--- config.mk ---
export PLATFORM = sky130hd
export DESIGN_NAME = urm_ram
export DESIGN_NICKNAME = d
export VERILOG_FILES = /design/src/rtl/core/urm_ram.sv
export SDC_FILE = /design/constraint.sdc
export NUM_CORES = 1
export LEC_CHECK = 0
export BUFFER_PORTS_ARGS = -buffer_cell sky130_fd_sc_hd__buf_2
export CAP_MARGIN = 0
export CORE_UTILIZATION = 57
export DETAILED_ROUTE_END_ITERATION = 7
export PLACE_DENSITY_LB_ADDON = 0.2
export SLEW_MARGIN = 5
export SYNTH_ARGS = -nofsm -noshare
export SYNTH_HDL_FRONTEND = slang
export SYNTH_SLANG_ARGS = --single-unit
--- constraint.sdc ---
create_clock -name aclk -period 2 [get_ports aclk]
set_input_delay 0.2 -clock aclk [delete_from_list [all_inputs] [get_ports aclk]]
set_output_delay 0.2 -clock aclk [all_outputs]
set_load 0.03 [all_outputs]
--- src/rtl/core/urm_ram.sv ---
// Generic single-port-write, single-port-read RAM with registered read.
`timescale 1ns / 1ps
`default_nettype none
module urm_ram #(
    parameter int WIDTH = 8,
    parameter int DEPTH = 16
) (
    input  wire logic                                 aclk,
    input  wire logic                                 wr_en,
    input  wire logic [((DEPTH > 1) ? $clog2(DEPTH) : 1)-1:0] wr_addr,
    input  wire logic [WIDTH-1:0]                     wr_data,
    input  wire logic [((DEPTH > 1) ? $clog2(DEPTH) : 1)-1:0] rd_addr,
    output logic      [WIDTH-1:0]                     rd_data
);

    logic [WIDTH-1:0] mem [DEPTH];

    always_ff @(posedge aclk) begin
        if (wr_en) begin
            mem[wr_addr] <= wr_data;
        end
        rd_data <= mem[rd_addr];
    end

endmodule
`default_nettype wire

# After elaboration in Yosys (flattened, before gate mapping)
# Memories as Yosys holds them, arrays and structs flattened. A register that Yosys moved wholly into a read port is not among the register bits.
# Cells that the tools add are included.
# totals
register_bits	0
ramBits	128
inputBits	18
output_inout_bits	8
word_cells	3
memories	1
# mem_list
name	depth	width	rd	rd_clocked_by_memory_dff	write_ports	line	rtl
mem	16	8	1	1	1	16	logic [WIDTH-1:0] mem [DEPTH];
# classes
muxes	2
# ops
op	count
$mux 1	2

# Logic depth before layout (Yosys ltp)
# depth
word_depth	2
ltp_mapped	5
ltp_nobuf	3

# Worst setup path before layout
# OpenSTA, ideal clock, no wires.
# synth_path
kind	input to register
start	in wr_addr[2] in the netlist's numbering
end	mem mem[0][0] (enable)
setup_time_ns	0.383
t_arrival_ns	1.310
required_ns	1.617
path_slack_ns	0.307
cell_stages	2
path_buffers	0
path_cell_list	or3b_2 -> nor3_1
# synth_rtl
item	line	rtl
from (decl)	10	input wire logic [((DEPTH > 1) ? $clog2(DEPTH) : 1)-1:0] wr_addr,
to (decl)	16	
# Straight into the memory's write port.

==> results.ini <==
[status]
status = finished, final reports clean

[place]
hpwl_mm = 5.874
place_ws_ns = 0.3290
placed_area_um2 = 5482
io_buffers = 25
finalWeightedCongestion = 0.6953

[detailed_routing]
num_vias = 2431
wire_per_inst_um = 23.18
drc = 0
dr.pass1.iters = 4
antenna_left = 0
drtIter0Drc = 201
wirelength_mm = 9.317
vias_per_cell = 6.047

[final_layout]
multiInputGateArea_um2 = 1057
seq_area_um2 = 4004
syn_to_final_growth_pct = 17.67
fillers = 554
layout_commonest_cell = edfxtp_1
layout-drive-gt1-share_pct = 30.95
antenna_cells = 0
final_cell_mix = edfxtp_1, buf_2, mux4_2
final_cell_area_um2 = 6057
nNetsFinal = 299

[synth]
syn-num-nets = 247
avgSynthCellArea_um2 = 22.48
synthCells = 229
yosys_warnings = 0
synth-seq-area-share_pct = 77.78
synth.cell_area_um2 = 5147
synth-seq-cells = 136
synth_area_leaders = edfxtp_1, mux4_2, mux4_1
yosysTopAreaCellShare_pct = 74.67
netlist.top_cell.by_area = edfxtp_1
ys_types = 19

[timing]
fin_crit_ns = 1.356
fin_skew_ns = 0.008967
hold_violations = 0
fin_ws_ns = 0.6437
hold_slack_ns = 0.06908
tns_ns = 0
clock.fmax_mhz = 737.3
min_period_over_period_pct = 67.81
final-setup-viol-count = 0
finalMaxSlewViolations = 0
slew_headroom_pct = 52.69
rsz0062_at_grt = no
worstMarginPinSlew_ns = 0.7082

[cts]
cts_max_level = 4
cts_buffer_depth = 2
clk_pin_slew_worst_paths_ns = 0.06
ctsResizeCount = 0
ctsHoldBuffers = 0
cts_tree = yes
cts_made_buffers = 17
post-cts-setup-buffers = 0
clock-sinks = 136
clock-root-buffer = clkbuf_8
worstSkewPairLatency_ns = 0.51

[power_and_ir_drop]
power_mw = 6.518
p_seq_share_pct = 49.2
leakagePower_nw = 2.075
max-vdd-ir-drop_uv = 647.0
p_int_mw = 5.202
swShare_pct = 20.19
p_clk_share_pct = 45.9
switchingPower_mw = 1.316
comb_power_share_pct = 4.9
p_per_area_nw_per_um2 = 1076

[worst_setup_path]
cp.arrival_ns = 1.75
end_kind = flip-flop
critPathMaxFanout = 1
startpoint_type = flip-flop
crit_path_top_delay_cell = mux4_1
cp_cell_sequence = mux4_1, a22oi_1, nand2_1
crit_type = reg -> reg
max_stage_delay_ns = 0.50
crit_required_ns = 2.39

[floorplan]
fp.dieH_um = 97.03
die_area_um2 = 9415
die_w_um = 97.03
rows = 34
core_area_um2 = 8721
initial_core_util_pct = 59.02
top_level_ports = 26

[grt]
grt_antenna_before_repair = 0
grt_max_degree = 33
first_global_vias = 2551
grt_pass1_wl_mm = 14.30
track_usage_pct = 21.75
overflow = 0

[run]
drv_cap = 0

[hold_path]
hp-class = in -> reg

-- worst max-delay path: cells and delay by family, from the launching register on --
family	cells	cell delay (ns)
AOI/OAI and AO/OA	1	0.29
DFF	1	0.37
muxes	1	0.50
and+or+nand+nor	1	0.08
-- sequential cells by signal, summed over array words and instances (netlist names) --
signal	count
mem	128
rd_data	8
-- synth_stat cells --
cell type,instances
edfxtp_1,128
mux4_2,18
a22oi_1,16
mux4_1,14
nor2_1,13
nand2_1,9
dfxtp_1,8
nor3_1,4
buf_2,3
buf_6,3
clkdlybuf4s25_2,3
nand2b_1,2
nand3b_1,2
and2_1,1
and2b_1,1
buf_4,1
nand3_1,1
nor2b_1,1
or3b_2,1
-- stage by stage --
step	util [%]	std cells
global route	69.45	402
finish	69.45	402
floorplan	-	229
global placement	62.86	370
CTS	69.45	402
detailed placement	62.86	370
-- cell families (layout without fill, tap and decap cells) --
kind of cell,Yosys count,count (layout),synth area share [%]
and+or+nand+nor,35,35,3.184
DFF,136,136,77.78
AOI/OAI and AO/OA,16,16,2.334
buffers and inverters,10,75,1.677
muxes,32,32,15.02
-- layer usage --
layer	vias up	routed length (µm)	global-route usage, %
met2	88	4842	34.99
met1	1255	3869	28.47
met5	-	0	0
met4	0	136	8.955
li1	1078	-	-
met3	10	470	5.853
-- power by group through the flow --
| stage | Sequential, mW | Combinational (mW) | Clock (mW) |
|---|---|---|---|
| 2_1_floorplan | 3.30 | 0.162 | 0 |
| 4_1_cts | 3.21 | 0.325 | 3.02 |
| 3_3_place_gp | 3.26 | 0.318 | 0 |
| 6_report | 3.21 | 0.319 | 2.99 |
| 5_1_grt | 3.21 | 0.342 | 3.16 |
| 3_5_place_dp | 3.27 | 0.325 | 0 |
-- worst paths after layout --
path / startpoint / slack (ns) / depth (start not counted) / endpoint
worst max register to register: mem[2][5]$_DFFE_PP_ / 0.64 / 3 / rd_data[5]$_DFF_P_
worst max-delay path: mem[2][5]$_DFFE_PP_ / 0.64 / 3 / rd_data[5]$_DFF_P_
worst min-delay path: wr_data[2] / 0.07 / 1 / mem[1][2]$_DFFE_PP_
worst min register to register: mem[14][5]$_DFFE_PP_ / 0.68 / 3 / rd_data[5]$_DFF_P_
-- cell type report --
class	instances	area share [%]
Tap cell	108	2.231
Timing Repair Buffer	43	4.710
Clock inverter	13	2.541
Sequential cell	136	66.10
Clock buffer	19	6.961
Multi-Input combinational cell	83	17.46
Power figures use the tool's default switching activity.
